<file path="src/rtl/core/swarq_pkg.sv">
package swarq_pkg;

  // command codes of an input item
  localparam logic [1:0] CmdSend = 2'd0;
  localparam logic [1:0] CmdAck  = 2'd1;
  localparam logic [1:0] CmdNack = 2'd2;
  localparam logic [1:0] CmdTick = 2'd3;

  // configuration register indexes
  localparam int unsigned  CfgIdxW         = 2;
  localparam logic [CfgIdxW-1:0] CfgMaxAttempts  = 2'd0;
  localparam logic [CfgIdxW-1:0] CfgAckTimeout   = 2'd1;

  localparam int unsigned CfgDataW   = 16;
  localparam int unsigned SeqW       = 8;
  localparam int unsigned AttemptW   = 8;
  localparam int unsigned TimeoutW   = 16;
  localparam int unsigned TimerBitsDefault = 16;

  localparam logic [AttemptW-1:0] MaxAttemptsReset = 8'd3;
  localparam logic [TimeoutW-1:0] AckTimeoutReset  = 16'd500;

  // exchange state apart from the timer
  typedef struct packed {
    logic                waiting;
    logic [SeqW-1:0]     awaited_seq;
    logic [AttemptW-1:0] attempts;
  } xchg_state_t;

  // one result item
  typedef struct packed {
    logic            transmit;
    logic [SeqW-1:0] transmit_sequence;
    logic            done_res;
    logic            outcome;
    logic            rejected;
    logic            busy_res;
  } result_t;

endpackage

</file>
<file path="src/rtl/core/swarq_step.sv">
module swarq_step #(
  parameter int unsigned TIMER_BITS = swarq_pkg::TimerBitsDefault
) (
  input  logic [1:0]                          command_i,
  input  logic [swarq_pkg::SeqW-1:0]          sequence_req_i,
  input  logic [swarq_pkg::AttemptW-1:0]      max_attempts_i,
  input  logic [swarq_pkg::TimeoutW-1:0]      ack_timeout_i,
  input  swarq_pkg::xchg_state_t              state_i,
  input  logic [TIMER_BITS-1:0]               elapsed_i,
  output swarq_pkg::xchg_state_t              state_o,
  output logic [TIMER_BITS-1:0]               elapsed_o,
  output swarq_pkg::result_t                  result_o
);

  localparam int unsigned CmpW = (TIMER_BITS > swarq_pkg::TimeoutW) ?
                                 TIMER_BITS : swarq_pkg::TimeoutW;
  localparam logic [TIMER_BITS-1:0] TimerMax = {TIMER_BITS{1'b1}};

  logic [swarq_pkg::AttemptW-1:0] limit;
  logic                           retry_ok;
  logic                           seq_match;
  logic [TIMER_BITS-1:0]          elapsed_inc;
  logic                           timed_out;

  // zero attempts behaves as one
  assign limit     = (max_attempts_i == '0) ? swarq_pkg::AttemptW'(1) : max_attempts_i;
  assign retry_ok  = state_i.attempts < limit;
  assign seq_match = state_i.waiting && (sequence_req_i == state_i.awaited_seq);

  // saturating timer; hitting the ceiling counts as a timeout as well
  assign elapsed_inc = (elapsed_i != TimerMax) ? elapsed_i + TIMER_BITS'(1) : elapsed_i;
  assign timed_out   = (CmpW'(elapsed_inc) >= CmpW'(ack_timeout_i)) ||
                       (elapsed_inc == TimerMax);

  always_comb begin
    state_o   = state_i;
    elapsed_o = elapsed_i;
    result_o  = '0;
    case (command_i)
      swarq_pkg::CmdSend: begin
        if (state_i.waiting) begin
          result_o.rejected = 1'b1;
        end else begin
          state_o.waiting     = 1'b1;
          state_o.awaited_seq = sequence_req_i;
          state_o.attempts    = swarq_pkg::AttemptW'(1);
          elapsed_o           = '0;
          result_o.transmit   = 1'b1;
        end
      end
      swarq_pkg::CmdAck: begin
        if (seq_match) begin
          state_o.waiting   = 1'b0;
          result_o.done_res = 1'b1;
        end
      end
      swarq_pkg::CmdNack: begin
        if (seq_match) begin
          if (retry_ok) begin
            state_o.attempts  = state_i.attempts + swarq_pkg::AttemptW'(1);
            elapsed_o         = '0;
            result_o.transmit = 1'b1;
          end else begin
            state_o.waiting   = 1'b0;
            result_o.done_res = 1'b1;
            result_o.outcome  = 1'b1;
          end
        end
      end
      swarq_pkg::CmdTick: begin
        if (state_i.waiting) begin
          elapsed_o = elapsed_inc;
          if (timed_out) begin
            if (retry_ok) begin
              state_o.attempts  = state_i.attempts + swarq_pkg::AttemptW'(1);
              elapsed_o         = '0;
              result_o.transmit = 1'b1;
            end else begin
              state_o.waiting   = 1'b0;
              result_o.done_res = 1'b1;
              result_o.outcome  = 1'b1;
            end
          end
        end
      end
      default: begin
        state_o = state_i;
      end
    endcase
    result_o.transmit_sequence = state_o.awaited_seq;
    result_o.busy_res          = state_o.waiting;
  end

endmodule

</file>
<file path="src/rtl/core/swarq_out_buf.sv">
module swarq_out_buf (
  input  logic               clk_i,
  input  logic               rst_ni,
  input  logic               push_i,
  input  swarq_pkg::result_t data_i,
  output logic               full_o,
  output logic               out_valid_o,
  input  logic               out_stall_i,
  output swarq_pkg::result_t out_data_o
);

  logic               out_valid_q;
  logic               skid_valid_q;
  swarq_pkg::result_t out_q;
  swarq_pkg::result_t skid_q;
  logic               pop;

  assign pop = out_valid_q && !out_stall_i;

  always_ff @(posedge clk_i or negedge rst_ni) begin
    if (!rst_ni) begin
      out_valid_q  <= 1'b0;
      skid_valid_q <= 1'b0;
    end else begin
      if (skid_valid_q) begin
        if (pop) begin
          out_valid_q  <= 1'b1;
          skid_valid_q <= 1'b0;
        end
      end else if (push_i) begin
        if (!out_valid_q || pop) begin
          out_valid_q <= 1'b1;
        end else begin
          skid_valid_q <= 1'b1;
        end
      end else if (pop) begin
        out_valid_q <= 1'b0;
      end
    end
  end

  // payload, no reset
  always_ff @(posedge clk_i) begin
    if (skid_valid_q) begin
      if (pop) begin
        out_q <= skid_q;
      end
    end else if (push_i) begin
      if (!out_valid_q || pop) begin
        out_q <= data_i;
      end else begin
        skid_q <= data_i;
      end
    end
  end

  assign full_o      = skid_valid_q;
  assign out_valid_o = out_valid_q;
  assign out_data_o  = out_q;

  // a parked item always sits behind a shown one
  assert property (@(posedge clk_i) disable iff (!rst_ni) skid_valid_q |-> out_valid_q)
    else $error("skid entry held without an output entry");

endmodule

</file>
<file path="src/rtl/core/stop_and_wait_retransmit_controller_core.sv">
// Stop-and-wait ARQ sender controller.
// Input channel (in_valid_i / in_stall_o): one item per event, command_i is a
// send request, an ack, a nack or a time tick, sequence_req_i the sequence.
// Output channel (out_valid_o / out_stall_i): exactly one result item per
// accepted item, in order: transmit request, awaited sequence, done/outcome,
// rejected and busy flags.
// Config port: cfg_we_i writes cfg_data_i to max_attempts (index 0, low
// byte) or ack_timeout (index 1); other indexes are dropped. Write only
// while no result is pending.
// A result is registered into the output buffer as its item is taken.
// Throughput: one item per cycle while in_stall_o is low; the exchange state
// is updated at the accepting edge, so the next item sees it straight away.
// Stall: results go into a two-entry output buffer (output register plus
// skid entry). An item is still taken while one result waits; in_stall_o
// rises only once both entries hold results.
// Reset: idle, sequence and attempt count zero, timer zero, max_attempts 3,
// ack_timeout 500, output buffer empty.
module stop_and_wait_retransmit_controller_core #(
  parameter int unsigned TIMER_BITS = swarq_pkg::TimerBitsDefault
) (
  input  logic                              clk_i,
  input  logic                              rst_ni,
  // configuration
  input  logic                              cfg_we_i,
  input  logic [swarq_pkg::CfgIdxW-1:0]     cfg_index_i,
  input  logic [swarq_pkg::CfgDataW-1:0]    cfg_data_i,
  // input items
  input  logic                              in_valid_i,
  output logic                              in_stall_o,
  input  logic [1:0]                        command_i,
  input  logic [swarq_pkg::SeqW-1:0]        sequence_req_i,
  // result items
  output logic                              out_valid_o,
  input  logic                              out_stall_i,
  output logic                              transmit_o,
  output logic [swarq_pkg::SeqW-1:0]        transmit_sequence_o,
  output logic                              done_res_o,
  output logic                              outcome_o,
  output logic                              rejected_o,
  output logic                              busy_res_o
);

  // config registers
  logic [swarq_pkg::AttemptW-1:0] max_attempts_q;
  logic [swarq_pkg::TimeoutW-1:0] ack_timeout_q;

  // exchange state
  swarq_pkg::xchg_state_t state_q, state_d;
  logic [TIMER_BITS-1:0]  elapsed_q, elapsed_d;

  swarq_pkg::result_t     result_d;
  swarq_pkg::result_t     out_data;
  logic                   buf_full;
  logic                   accept;

  assign in_stall_o = buf_full;
  assign accept     = in_valid_i && !buf_full;

  always_ff @(posedge clk_i or negedge rst_ni) begin
    if (!rst_ni) begin
      max_attempts_q <= swarq_pkg::MaxAttemptsReset;
      ack_timeout_q  <= swarq_pkg::AckTimeoutReset;
    end else if (cfg_we_i) begin
      case (cfg_index_i)
        swarq_pkg::CfgMaxAttempts: max_attempts_q <= cfg_data_i[swarq_pkg::AttemptW-1:0];
        swarq_pkg::CfgAckTimeout:  ack_timeout_q  <= cfg_data_i[swarq_pkg::TimeoutW-1:0];
        default: begin
          max_attempts_q <= max_attempts_q;
        end
      endcase
    end
  end

  // next state and result for the offered item
  swarq_step #(
    .TIMER_BITS (TIMER_BITS)
  ) u_step (
    .command_i      (command_i),
    .sequence_req_i (sequence_req_i),
    .max_attempts_i (max_attempts_q),
    .ack_timeout_i  (ack_timeout_q),
    .state_i        (state_q),
    .elapsed_i      (elapsed_q),
    .state_o        (state_d),
    .elapsed_o      (elapsed_d),
    .result_o       (result_d)
  );

  always_ff @(posedge clk_i or negedge rst_ni) begin
    if (!rst_ni) begin
      state_q   <= '0;
      elapsed_q <= '0;
    end else if (accept) begin
      state_q   <= state_d;
      elapsed_q <= elapsed_d;
    end
  end

  swarq_out_buf u_out_buf (
    .clk_i       (clk_i),
    .rst_ni      (rst_ni),
    .push_i      (accept),
    .data_i      (result_d),
    .full_o      (buf_full),
    .out_valid_o (out_valid_o),
    .out_stall_i (out_stall_i),
    .out_data_o  (out_data)
  );

  assign transmit_o          = out_data.transmit;
  assign transmit_sequence_o = out_data.transmit_sequence;
  assign done_res_o          = out_data.done_res;
  assign outcome_o           = out_data.outcome;
  assign rejected_o          = out_data.rejected;
  assign busy_res_o          = out_data.busy_res;

  // a waiting exchange has made at least one transmission
  assert property (@(posedge clk_i) disable iff (!rst_ni)
                   state_q.waiting |-> (state_q.attempts != '0))
    else $error("waiting with no attempt counted");

  // a finished exchange is no longer busy, and a failure is always a finish
  assert property (@(posedge clk_i) disable iff (!rst_ni)
                   (out_valid_o && done_res_o) |-> !busy_res_o)
    else $error("done result still busy");

  assert property (@(posedge clk_i) disable iff (!rst_ni)
                   (out_valid_o && outcome_o) |-> done_res_o)
    else $error("failure outcome without done");

  // a transmit request only leaves while busy, never with a rejection
  assert property (@(posedge clk_i) disable iff (!rst_ni)
                   (out_valid_o && transmit_o) |-> (busy_res_o && !rejected_o))
    else $error("transmit without an exchange in progress");

  // an idle accepted item leaves the exchange state alone unless it starts one
  assert property (@(posedge clk_i) disable iff (!rst_ni)
                   (accept && !state_q.waiting && (command_i != swarq_pkg::CmdSend))
                   |=> $stable(state_q))
    else $error("idle event changed the exchange state");

endmodule
</file>
<file path="config.mk">
export PLATFORM = sky130hd
export DESIGN_NAME = stop_and_wait_retransmit_controller_core
export DESIGN_NICKNAME = d
export VERILOG_FILES = /design/src/rtl/core/swarq_pkg.sv /design/src/rtl/core/swarq_step.sv /design/src/rtl/core/swarq_out_buf.sv /design/src/rtl/core/stop_and_wait_retransmit_controller_core.sv
export SDC_FILE = /design/constraint.sdc
export NUM_CORES = 1
export LEC_CHECK = 0
export ABC_AREA = 0
export BUFFER_PORTS_ARGS = -buffer_cell sky130_fd_sc_hd__buf_2
export CAP_MARGIN = 20
export CELL_PAD_IN_SITES_DETAIL_PLACEMENT = 0
export CELL_PAD_IN_SITES_GLOBAL_PLACEMENT = 1
export CORE_UTILIZATION = 50
export DETAILED_ROUTE_END_ITERATION = 7
export PLACE_DENSITY = 0.95
export SLEW_MARGIN = 5
export SYNTH_ARGS = -nofsm -noshare
export SYNTH_HDL_FRONTEND = slang
export SYNTH_SLANG_ARGS = --single-unit
</file>
<file path="constraint.sdc">
create_clock -name clk_i -period 8 [get_ports clk_i]
set_input_delay 0.8 -clock clk_i [delete_from_list [all_inputs] [get_ports clk_i]]
set_output_delay 0.8 -clock clk_i [all_outputs]
set_load 0.01 [all_outputs]
</file>
# --- After elaboration in Yosys (flattened, before gate mapping) ---
# Index checks and enable logic that the tools add are counted.
op_classes:
  mux: 50
  bitwise_logic: 2
  n_eq_ne: 14
  n_lt_le_gt_ge: 2
  reduce_logical: 22
  addsub: 2
ops:
  columns: ["op", "n"]
  rows:
  - ["two-way mux 16 bit", 8]
  - ["two-way mux 13 bit", 4]
  - ["two-way mux 8 bit", 6]
  - ["case mux 16 bit (3 select lines)", 1]
  - ["case mux 8 bit (3 select lines)", 1]
  - ["two-way mux 1 bit", 22]
  - ["adder 16 x 1 -> 16 bit, second input constant", 1]
  - ["equality test 16 bit, second input constant", 1]
  - [">= comparator 16 bit", 1]
  - ["inequality test 16 bit, second input constant", 1]
  - ["AND reduction 6 bit", 2]
  - ["AND reduction 3 bit", 3]
  - ["adder 8 x 1 -> 8 bit, second input constant", 1]
  - ["equality test 8 bit", 1]
  - ["zero test 8 bit", 1]
  - ["< comparator 8 bit", 1]
  - ["two-way mux 2 bit", 4]
  - ["inequality test 2 x 1 -> 1 bit, second input constant", 3]
  - ["inequality test 2 bit, second input constant", 3]
  - ["case mux 1 bit (3 select lines)", 2]
  - ["nonzero test 2 bit", 3]
  - ["equality test 2 x 1 -> 1 bit, second input constant", 2]
  - ["equality test 2 bit, second input constant", 2]
  - ["zero test 2 bit", 2]
  - ["9 further kinds", 16]
word_totals:
  wordCells: 112
  in_bits: 33
  output_inout_bits: 15
  register_bits: 85

# --- Depth between registers and ports, before layout ---
# Gate-level depths: netlist of the first run.
logic_depth:
  depth_word: 10
  depth_mapped: 17
  ltp_nobuf: 15

# --- Modules after synthesis ---
# From an unflattened synthesis of the first run, not the netlist that was laid out.
unflattened:
  hier_cells: 540
  hier_area_um2: 5642.9
modules_own_cells:
  columns: ["mod", "area_per_inst_um2", "seq_area_each_um2", "cells_each", "instances"]
  rows:
  - ["swarq_step", 2396.0, 0.0, 365, 1]
  - ["stop_and_wait_retransmit_controller_core", 2164.6, 1436.4, 122, 1]
  - ["swarq_out_buf", 1082.3, 830.8, 53, 1]

# --- Worst setup path before layout of the first run ---
# Ideal clock, no wire load.
synth_path:
  path_kind: "flip-flop to flip-flop"
  startpoint: "register elapsed_q[1]"
  endpoint: "register state_q[5] (netlist bit)"
  setup_ns: 0.121
  n_path_buf: 3
  setup_slack_ns: 4.404
  stages_incl_launch_ff: 18
  arrival_time_ns: 3.475
  synth_period_minus_slack_ns: 3.596
  t_required_ns: 7.879
  path_cell_list: "dfrtp_1 -> ha_1 -> nand4_1 -> buf_2 -> nor4_1 -> buf_2 -> nor4_1 -> or2_2 -> ha_1 -> o211ai_1 -> nor3_1 -> a221oi_1 -> o211a_1 -> o41ai_2 -> a21oi_2 -> clkbuf_1 -> nor3_1 -> o22a_1"
synth_via:
  elab_chain_len: 6
  word_cells_on_any_way: 8
  classes_between: "add/sub (1); order compare (1); eq/ne (3); mux (1); reduce/logical (2)"
synth_lines:
  columns: ["item", "line_no", "text"]
  rows:
  - ["start: declaration", "stop_and_wait_retransmit_controller_core.sv:49", "logic [TIMER_BITS-1:0] elapsed_q, elapsed_d;"]
  - ["start signal: assignment", "stop_and_wait_retransmit_controller_core.sv:95", "elapsed_q <= elapsed_d;"]
  - ["adder 16 x 1 -> 16 bit / inequality test 16 bit (equally long branches)", "swarq_step.sv:31", "assign elapsed_inc = (elapsed_i != TimerMax) ? elapsed_i + TIMER_BITS'(1) : elapsed_i;"]
  - ["two-way mux 16 bit (*)", "swarq_step.sv:31", null]
  - [">= comparator 16 bit / equality test 16 bit (equally long branches)", "swarq_step.sv:32, swarq_step.sv:33", null]
  - ["logical OR 1 bit (*)", "swarq_step.sv:32", "assign timed_out = (CmpW'(elapsed_inc) >= CmpW'(ack_timeout_i)) ||"]
  - ["inequality test 2 x 1 -> 1 bit (no source line) (*)", null, null]
  - ["AND reduction 6 bit (no source line) (*)", null, null]
  - ["end signal: assignment", "stop_and_wait_retransmit_controller_core.sv:94", "state_q <= state_d;"]
  - ["end: declaration", "stop_and_wait_retransmit_controller_core.sv:48", "swarq_pkg::xchg_state_t state_q, state_d;"]
# Mark *: on every way between the ends. The rest lies on a longest branch, timed or not.
# A chain may end at the register's enable or synchronous reset.

# --- Worst setup path in the final report of the first run ---
layout_path:
  startpoint: "register elapsed_q[0]"
  endpoint: "register state_q[4] (netlist bit)"
# Same word-level chain as after synthesis.

==> results_dict.tcl, run 1 <==
set metrics [dict create \
    status "completed" \
    synth_xor_area_share_pct 2.67 \
    final.setup.worst_slack_ns 3.41 \
    synth_fa_ha_area_share_pct 6.37 \
    fmax_mhz 218 \
    area_delta_synth_final_pct 11.1 \
    gp_congestion 0.904 \
    path_max_fanout 16 \
    dp_hpwl_microns 7510 \
    criticalPathCategory "reg2reg" \
    synth_compound_area_share_pct 14.0 \
    setup_viol 0 \
    ys_seq_area_share_pct 46.1 \
    whs_ns 0.520 \
    clk_latency_ns 0.36 \
    grt_pass1_vias 3601 \
    vias 3765 \
    fin_nets 592 \
    fin_util_pct 58.3 \
    cp.arrival_ns 4.88 \
    grt_pass1_wl_microns 17100 \
    dieWidth_microns 101 \
    syn_avg_cell_area_sq_um 9.97 \
    drt-pass1-iter-count 4 \
    post_cts_resized 0 \
    ys.flop_type "dfrtp_1" \
    overflow 0 \
    multi_input_area_sq_um 2420 \
    grt_max_degree 60 \
    dpl_cell_area_sq_um 5250 \
    p_per_area_nw_per_um2 250 \
    period_minus_slack_ns 4.59 \
    via_per_inst 5.64 \
    use_met3_pct 4.35 \
    hold_path_class "reg2reg" \
    dpl_worst_slack_ns 3.51 \
    cap_violations 0 \
    cts_tree "built" \
    synth.mux.area_fraction_pct 8.94 \
    regArea_sq_um 2270 \
    io_pins 48 \
    antenna_found_initial 0 \
    finalSetupTns_ns 0 \
    cp-start-kind "flop" \
    yosysUniqueCellTypes 58 \
    h-tree-depth 3 \
    clock_sinks 85 \
    final.period_utilization_pct 57.3 \
    ir_drop_uv 113 \
    grtUsageMet2_pct 35.9 \
    postSynthCellCount 493 \
    design_area_sq_um 5460 \
    diodes 0 \
    post_cts_buffers 0 \
    drt_iter0_markers 258 \
    initial_utilization_pct 52.4 \
    ctsHoldBuffers 0 \
    clk_pin_slew_worst_paths_ns 0.10 \
    synth_top_family_by_area "simple AND/OR/NAND/NOR gates" \
    grt_setup_unrepaired "false" \
    drive_above_1_share_pct 24.9 \
    io_buffers 47 \
    ys_seq_elements 85 \
    busiest_layer "met2" \
    floorplan.rows 35 \
    fp.dieArea_sq_um 10200 \
    syn_area_sq_um 4910 \
    fin_skew_ns 0.0177 \
    drv_slew 0 \
    cts_root_buf "clkbuf_8" \
    wl_microns 10300 \
    final-hold-violation-count 0 \
    synth_nets 551 \
    relSlewSlack_pct 27.0 \
    synth-edff-count 26 \
    ys.warnings.count 0 \
    die_h_microns 101 \
    worst_slew_pin_slew_ns 1.07 \
    fill_cells 837 \
    core_sq_um 9370 \
    required_ns 8.29 \
    synthSimpleGateAreaFrac_pct 17.4 \
    clockBufferDepth 2 \
    crit_path_end_kind "flop" \
    p_leak_nw 2.42 \
    wire_per_inst_microns 15.5 \
    async_flop_share_pct 69.4 \
    use_met1_pct 29.0 \
    postRouteAntennaNets 0 \
    route.detailed.drc 0 \
    track_usage_pct 21.8 \
    numCtsBuffers 9 \
]
-- area by class of cell --
class                           instances  share of cell area (%)
Multi-Input combinational cell        354                    44.4
Sequential cell                        85                    41.5
Timing Repair Buffer                   54                    5.34
Tap cell                              129                    2.96
Clock buffer                            9                    2.27
Inverter                               30                    2.06
Clock inverter                          7                    1.44
-- report_power, final --
group | switching [mW] | internal (mW)
logic | 0.199 | 0.184
registers | 0.0870 | 0.574
clock network | 0.171 | 0.148
total | 0.457 | 0.906
-- worst paths after layout --
check / cells past startpoint / slack, ns / end / startpoint
setup / recovery: 14 / 3.41 / state_q[4] / elapsed_q[0]
hold / removal: 1 / 0.52 / ack_timeout_q[14] / ack_timeout_q[14]
setup reg to reg: 14 / 3.41 / state_q[4] / elapsed_q[0]
hold reg to reg: 1 / 0.52 / ack_timeout_q[14] / ack_timeout_q[14]
max in group asynchronous: 2 / 6.93 / elapsed_q[7] / rst_ni
min in group asynchronous: 2 / 0.57 / ack_timeout_q[9] / rst_ni
-- per-stage QoR --
step                std cells  total power, mW
floorplan                 493            0.933
global placement          651             1.03
detailed placement        651             1.05
CTS                       667             1.37
global route              668             1.45
finish                    668             1.36
-- routing by layer --
metal  wire [microns]  part of all wire [%]  vias up
li1                 -                     -     1857
met1             4760                    46     1813
met2             5030                    49       81
met3              424                   4.1       14
met4              125                   1.2        0
met5                0                     0        -
-- cell usage in the layout (no fill, tap or decap), types with 5 or more instances in the layout --
cell type and n:
ha_1 25, nor4_1 8, mux2_2 39, nand2b_1 5
nor3_1 10, nand4_1 10, nor2_1 19, buf_4 6
dfrtp_1 51, dfstp_2 8, inv_1 30, clkbuf_8 9
a21o_1 7, or2_2 6, nand3_1 8, o21ai_0 29
xnor2_1 12, nand2_1 75, a21oi_1 25, edfxtp_1 26
buf_2 47, or3_1 8
-- state kept, by name, indices dropped and copies added, names as in the netlist --
name and cells:
u_out_buf.skid_q 13, state_q 17, u_out_buf.out_data_o 13, u_out_buf.full_o 1
u_out_buf.out_valid_o 1, elapsed_q 16, max_attempts_q 8, ack_timeout_q 16
-- logic make-up after synthesis --
family                     count (synthesis)
adders and majority gates                 25
AOI/OAI and AO/OA                        103
xor gates and xnor gates                  15
and+or+nand+nor                          172
DFF                                       85
muxes                                     39
buffers and inverters                     54
-- worst max-delay path: stages (launching register included) --
cell and delay [ns]:
dfrtp_1 0.53, ha_1 0.27, nand4_1 0.39, or4_1 0.79, nand4_1 0.17, xnor2_1 0.15
ha_1 0.26, nor4_1 0.30, nor3_1 0.09, a221oi_1 0.28, o211a_1 0.21, o41ai_2 0.09
a21oi_2 0.61, o21ai_0 0.21, a21oi_1 0.16
-- cells in the mapped netlist (all sizes together), types with 3 or more instances --
| cell type | n | area (sq um) |
|---|---|---|
| o211ai | 4 | 30.0 |
| xor2 | 3 | 26.3 |
| xnor2 | 12 | 105 |
| o21ai | 29 | 145 |
| nand3 | 9 | 50.1 |
| o22a | 3 | 26.3 |
| nor3 | 10 | 50.1 |
| and3 | 3 | 18.8 |
| o21a | 4 | 30.0 |
| a21o | 7 | 52.6 |
| ha | 25 | 313 |
| a221o | 3 | 30.0 |
| and2 | 4 | 25.0 |
| edfxtp | 26 | 781 |
| nand2 | 75 | 282 |
| nor2 | 19 | 71.3 |
| inv | 30 | 113 |
| clkbuf | 11 | 41.3 |
| nor3b | 3 | 22.5 |
| or4 | 4 | 33.8 |
| dfrtp | 51 | 1280 |
| mux2 | 39 | 439 |
| or3 | 8 | 50.1 |
| nor4 | 8 | 50.1 |
| or2 | 6 | 37.5 |
| nand4 | 11 | 75.1 |
| o31a | 3 | 26.3 |
| dfstp | 8 | 210 |
| buf | 13 | 67.6 |
| o41ai | 3 | 33.8 |
| nand2b | 5 | 31.3 |
| a21oi | 27 | 143 |
| a31o | 3 | 26.3 |
Power figures use the tool's default switching activity.
==> run 2: changes to the inputs <==
--- a/config.mk
+++ b/config.mk
@@ -10,9 +10,9 @@
 export CAP_MARGIN = 20
 export CELL_PAD_IN_SITES_DETAIL_PLACEMENT = 0
 export CELL_PAD_IN_SITES_GLOBAL_PLACEMENT = 1
-export CORE_UTILIZATION = 50
+export CORE_UTILIZATION = 47
 export DETAILED_ROUTE_END_ITERATION = 7
-export PLACE_DENSITY = 0.95
+export PLACE_DENSITY = 0.91
 export SLEW_MARGIN = 5
 export SYNTH_ARGS = -nofsm -noshare
 export SYNTH_HDL_FRONTEND = slang
==> constraint.sdc (replaced) <==
create_clock -name clk_i -period 4.4 [get_ports clk_i]
set_input_delay 0.44 -clock clk_i [delete_from_list [all_inputs] [get_ports clk_i]]
set_output_delay 0.44 -clock clk_i [all_outputs]
set_load 0.01 [all_outputs]
==> results_dict.tcl, run 2 (same netlist as run 1, synthesis figures left out) <==
set metrics [dict create \
    fill_cells 882 \
    largestRegisters "state_q x17, ack_timeout_q x16, elapsed_q x16" \
    regMostFlops "state_q" \
    gp_congestion 0.901 \
    met3WireLength_microns 487 \
    clock_sinks 85 \
    setup_viol 0 \
    internal_power_mw 1.71 \
    seq_power_share_pct 47.6 \
    clk_pin_slew_worst_paths_ns 0.09 \
    place_inst 663 \
    relSlewSlack_pct 44.3 \
    final_common_cell "nand2_1" \
    wl_microns 10400 \
    p_comb_share_pct 28.0 \
    overflow 0 \
    via_per_inst 5.69 \
    p_per_area_nw_per_um2 457 \
    io_pins 48 \
    route.detailed.drc 0 \
    fin_nets 599 \
    cts_tree "built" \
    crit_path_end_kind "flop" \
    diodes 0 \
    grt_pass1_wl_microns 17800 \
    io_buffers 47 \
    power.switching_mw 0.818 \
    wl_met1_microns 4940 \
    criticalPathCategory "reg2reg" \
    drv_slew 0 \
    path_max_fanout 13 \
    period_minus_slack_ns 4.09 \
    ir_drop_uv 260 \
    die_h_microns 104 \
    h-tree-depth 3 \
    grt_pass1_vias 3774 \
    critical-path-top-delay-family "compound AO/OA/AOI/OAI gates" \
    highest_layer "met4" \
    post_cts_resized 0 \
    regArea_sq_um 2270 \
    worst-path-stages 15 \
    crit_chain "ha_1 -> nand4_1 -> or4_1 -> nand2_1 -> nor2_1 -> xor2_1 -> ha_1 -> nor4_1 -> o21ai_0 -> a221oi_1 -> o211a_1 -> o41ai_2 -> a21o_1 -> a41o_1 -> a21o_1" \
    wl_met2_microns 4780 \
    wire_per_inst_microns 15.2 \
    drive_above_1_share_pct 25.5 \
    status "completed" \
    stdcell_count 679 \
    cp.arrival_ns 4.36 \
    core_sq_um 9950 \
    finalSetupTns_ns 0 \
    grt_max_degree 60 \
    dp_hpwl_microns 7420 \
    fmax_mhz 244 \
    p_leak_nw 2.46 \
    floorplan.rows 36 \
    numCtsBuffers 9 \
    final.period_utilization_pct 93.0 \
    worst_r2r_path_depth 15 \
    antenna_found_initial 0 \
    track_usage_pct 20.6 \
    ctsHoldBuffers 0 \
    cp-start-kind "flop" \
    path_buf_inv 0 \
    cap_violations 0 \
    fin_skew_ns 0.0123 \
    worst_slew_pin_slew_ns 0.835 \
    fp.dieArea_sq_um 10900 \
    drt-pass1-iter-count 4 \
    area_delta_synth_final_pct 12.5 \
    drt_iter0_markers 246 \
    dieWidth_microns 104 \
    layout_common_cells "nand2_1 (75), dfrtp_1 (51), buf_2 (47)" \
    multi_input_area_sq_um 2420 \
    post_cts_buffers 0 \
    required_ns 4.66 \
    largest_register_ffs 17 \
    clockBufferDepth 2 \
    power.total_mw 2.52 \
    grt_setup_unrepaired "false" \
    max_stage_delay_ns 0.69 \
    clk_latency_ns 0.37 \
    clockPowerShare_pct 24.3 \
    initial_utilization_pct 49.4 \
    swShare_pct 32.4 \
    r2r_setup_slack_ns 0.31 \
    crit_slowest_cell "or4_1" \
    vias 3866 \
    hold_path_class "in2async" \
    final-hold-violation-count 0 \
    postRouteAntennaNets 0 \
    cts_root_buf "clkbuf_8" \
]
[run 2: final timing paths]
check / start / to
max: elapsed_q[0] / state_q[0]
min: rst_ni / ack_timeout_q[3]
max reg2reg: elapsed_q[0] / state_q[0]
min reg2reg: ack_timeout_q[11] / ack_timeout_q[11]
max in group asynchronous: rst_ni / state_q[15]
min in group clk_i: cfg_data_i[1] / max_attempts_q[1]
[run 2: worst reg2reg max path, delay by kind of cell (launching register included)]
kind / cells / cell delay (ns)
flops: 1 / 0.52
simple gates: 5 / 1.28
compound gates: 7 / 1.56
fa+ha+maj: 2 / 0.48
xor+xnor: 1 / 0.15
[run 2: power groups by stage]
stage	logic [mW]	clock network, mW	registers (mW)
4_1_cts	0.712	0.628	1.20
6_report	0.707	0.614	1.20
5_1_grt	0.792	0.654	1.23
3_5_place_dp	0.707	0	1.22
2_1_floorplan	0.513	0	1.18
3_3_place_gp	0.688	0	1.21
[run 2: layout make-up]
cell class                      instances  area share [%]
Multi-Input combinational cell        354            43.9
Sequential cell                        85            41.0
Timing Repair Buffer                   61            6.16
Tap cell                              133            3.01
Clock buffer                           11            2.38
Inverter                               30            2.04
Clock inverter                          5            1.49
[run 2: layer usage]
metal,GRT usage [%],vias up
li1,-,1871
met1,28.0,1877
met3,3.51,12
met5,0,-
met2,32.4,106
met4,8.67,0
[run 2: stage by stage]
| stage | hold WS (ns) | setup slack [ns] | utilization, % | area (sq um) |
|---|---|---|---|---|
| 3_3_place_gp | 0.491 | 0.515 | 53.4 | 5310 |
| 6_report | 0.206 | 0.306 | 55.5 | 5530 |
| 4_1_cts | 0.249 | 0.306 | 55.5 | 5530 |
| 3_5_place_dp | 0.494 | 0.340 | 53.4 | 5310 |
| 2_1_floorplan | 0.144 | 0.804 | - | 4910 |
| 5_1_grt | 0.303 | 0.0516 | 55.5 | 5530 |
==> run 3: changes to the inputs <==
--- a/config.mk
+++ b/config.mk
@@ -10,6 +10,7 @@
 export CAP_MARGIN = 20
 export CELL_PAD_IN_SITES_DETAIL_PLACEMENT = 0
 export CELL_PAD_IN_SITES_GLOBAL_PLACEMENT = 1
+export CORE_MARGIN = 2
 export CORE_UTILIZATION = 47
 export DETAILED_ROUTE_END_ITERATION = 7
 export PLACE_DENSITY = 0.91
==> results_dict.tcl, run 3 (same netlist as run 1, synthesis figures left out) <==
set metrics [dict create \
    route.detailed.drc 0 \
    grtUsageMet2_pct 31.0 \
    timing.rr.start "elapsed_q[1]" \
    ir_drop_uv 258 \
    fill_cells 904 \
    crit_start "elapsed_q[1]" \
    wire_per_inst_microns 15.6 \
    crit_path_end_kind "flop" \
    finalSetupTns_ns 0 \
    final_common_cell "nand2_1" \
    dieWidth_microns 106 \
    cts_tree "built" \
    seq_power_share_pct 49.2 \
    wl_microns 10600 \
    floorplan.rows 37 \
    grt_pass1_wl_microns 17900 \
    layout_common_cells "nand2_1 (75), dfrtp_1 (50), buf_2 (47)" \
    cap_violations 0 \
    power.total_mw 2.46 \
    final-hold-violation-count 0 \
    dpl_cell_area_sq_um 5310 \
    io_pins 48 \
    required_ns 4.68 \
    antenna_found_initial 0 \
    h-tree-depth 3 \
    holdCritStartpoint "cfg_data_i[3]" \
    p_per_area_nw_per_um2 445 \
    drt_iter0_markers 298 \
    largest_register_ffs 17 \
    busiest_layer "met2" \
    design_area_sq_um 5520 \
    numCtsBuffers 9 \
    clock_sinks 85 \
    grt_pass1_vias 3725 \
    multi_input_area_sq_um 2420 \
    cts_root_buf "clkbuf_8" \
    p_comb_share_pct 28.6 \
    diodes 0 \
    dp_hpwl_microns 7600 \
    period_minus_slack_ns 4.09 \
    fp.dieArea_sq_um 11300 \
    track_usage_pct 20.2 \
    gp_congestion 0.920 \
    post_cts_buffers 0 \
    postRouteAntennaNets 0 \
    cp.arrival_ns 4.37 \
    place_inst 664 \
    use_met1_pct 28.1 \
    io_buffers 47 \
    via_per_inst 5.62 \
    overflow 0 \
    fmax_mhz 245 \
    whs_ns 0.281 \
    relSlewSlack_pct 48.6 \
    hold_path_class "in2reg" \
    grt_max_degree 48 \
    clockPowerShare_pct 22.2 \
    use_met3_pct 4.84 \
    die_h_microns 106 \
    power.switching_mw 0.853 \
    swShare_pct 34.7 \
    drive_above_1_share_pct 25.7 \
    drv_slew 0 \
    initial_utilization_pct 48.0 \
    setup_viol 0 \
    cp-start-kind "flop" \
    vias 3830 \
    criticalPathCategory "reg2reg" \
    regArea_sq_um 2270 \
    worst_slew_pin_slew_ns 0.770 \
    fin_skew_ns 0.0178 \
    largestRegisters "state_q x17, ack_timeout_q x16, elapsed_q x16" \
    drt-pass1-iter-count 7 \
    core_sq_um 10200 \
    grt_setup_unrepaired "false" \
    regMostFlops "state_q" \
    final.period_utilization_pct 93.0 \
    fin_nets 598 \
    clk_pin_slew_worst_paths_ns 0.09 \
    p_leak_nw 2.44 \
    stdcell_count 681 \
    clk_latency_ns 0.39 \
    area_delta_synth_final_pct 12.3 \
    path_max_fanout 12 \
    status "completed" \
    internal_power_mw 1.60 \
    clockBufferDepth 2 \
]
## run 3: changes by cell type in the layout (fill, tap and decap cells not counted), sizes merged
cell,delta
clkinvlp,+2
clkbuf,-2
bufinv,-2
buf,-2
inv,+2
dlygate4sd3,+1
## run 3: critical path: stages, from the launching register on
cell      delay [ns]
dfrtp_1         0.47
ha_1            0.27
nand4_1         0.13
or4_1           0.70
nand4_1         0.17
xnor2_1         0.17
ha_1            0.27
nor4_1          0.28
nor3_1          0.07
a221oi_1        0.31
o211a_1         0.24
o41ai_2         0.10
a21o_1          0.36
a41o_1          0.31
a21o_1          0.14
## run 3: cell type report
type / instances / share of cell area [%]
clock inverter: 7 / 1.25
sequential: 85 / 41.1
inverter: 30 / 2.04
timing repair buffer: 60 / 6.31
tap: 136 / 3.08
clock buffer: 9 / 2.25
multi-input combinational: 354 / 44.0
## run 3: final timing paths
kind | end | slack, ns | cells past startpoint
worst max-delay path | state_q[0] | 0.31 | 14
worst min-delay path | max_attempts_q[3] | 0.28 | 3
worst max register to register | state_q[0] | 0.31 | 14
worst min register to register | ack_timeout_q[9] | 0.51 | 1
max in group asynchronous | elapsed_q[0] | 3.02 | 3
min in group asynchronous | elapsed_q[13] | 0.47 | 2
## run 3: power groups by stage
stage                     logic, mW  clock network (mW)  registers [mW]
after global routing          0.793               0.597            1.24
after CTS                     0.713               0.560            1.21
final                         0.702               0.546            1.21
after floorplan               0.513                   0            1.18
after global placement        0.687                   0            1.21
after detailed placement      0.708                   0            1.22
## run 3: what timing repair did
action,4_1_cts,5_1_grt
hold endpoints to repair,12,0
gates resized for setup,0,1
hold buffers,1,0
endpoints found under the setup margin,0,1
## run 3: routing by layer
metal | vias to the layer above | wire length, microns
met3 | 17 | 548
li1 | 1878 | -
met1 | 1825 | 5040
met2 | 110 | 4860
met5 | - | 0
met4 | 0 | 169
## run 3: through the flow
stage,utilization (%),setup WS [ns]
2_1_floorplan,-,0.804
3_3_place_gp,51.9,0.507
3_5_place_dp,51.9,0.358
4_1_cts,53.9,0.331
5_1_grt,53.9,0.0536
6_report,53.9,0.310
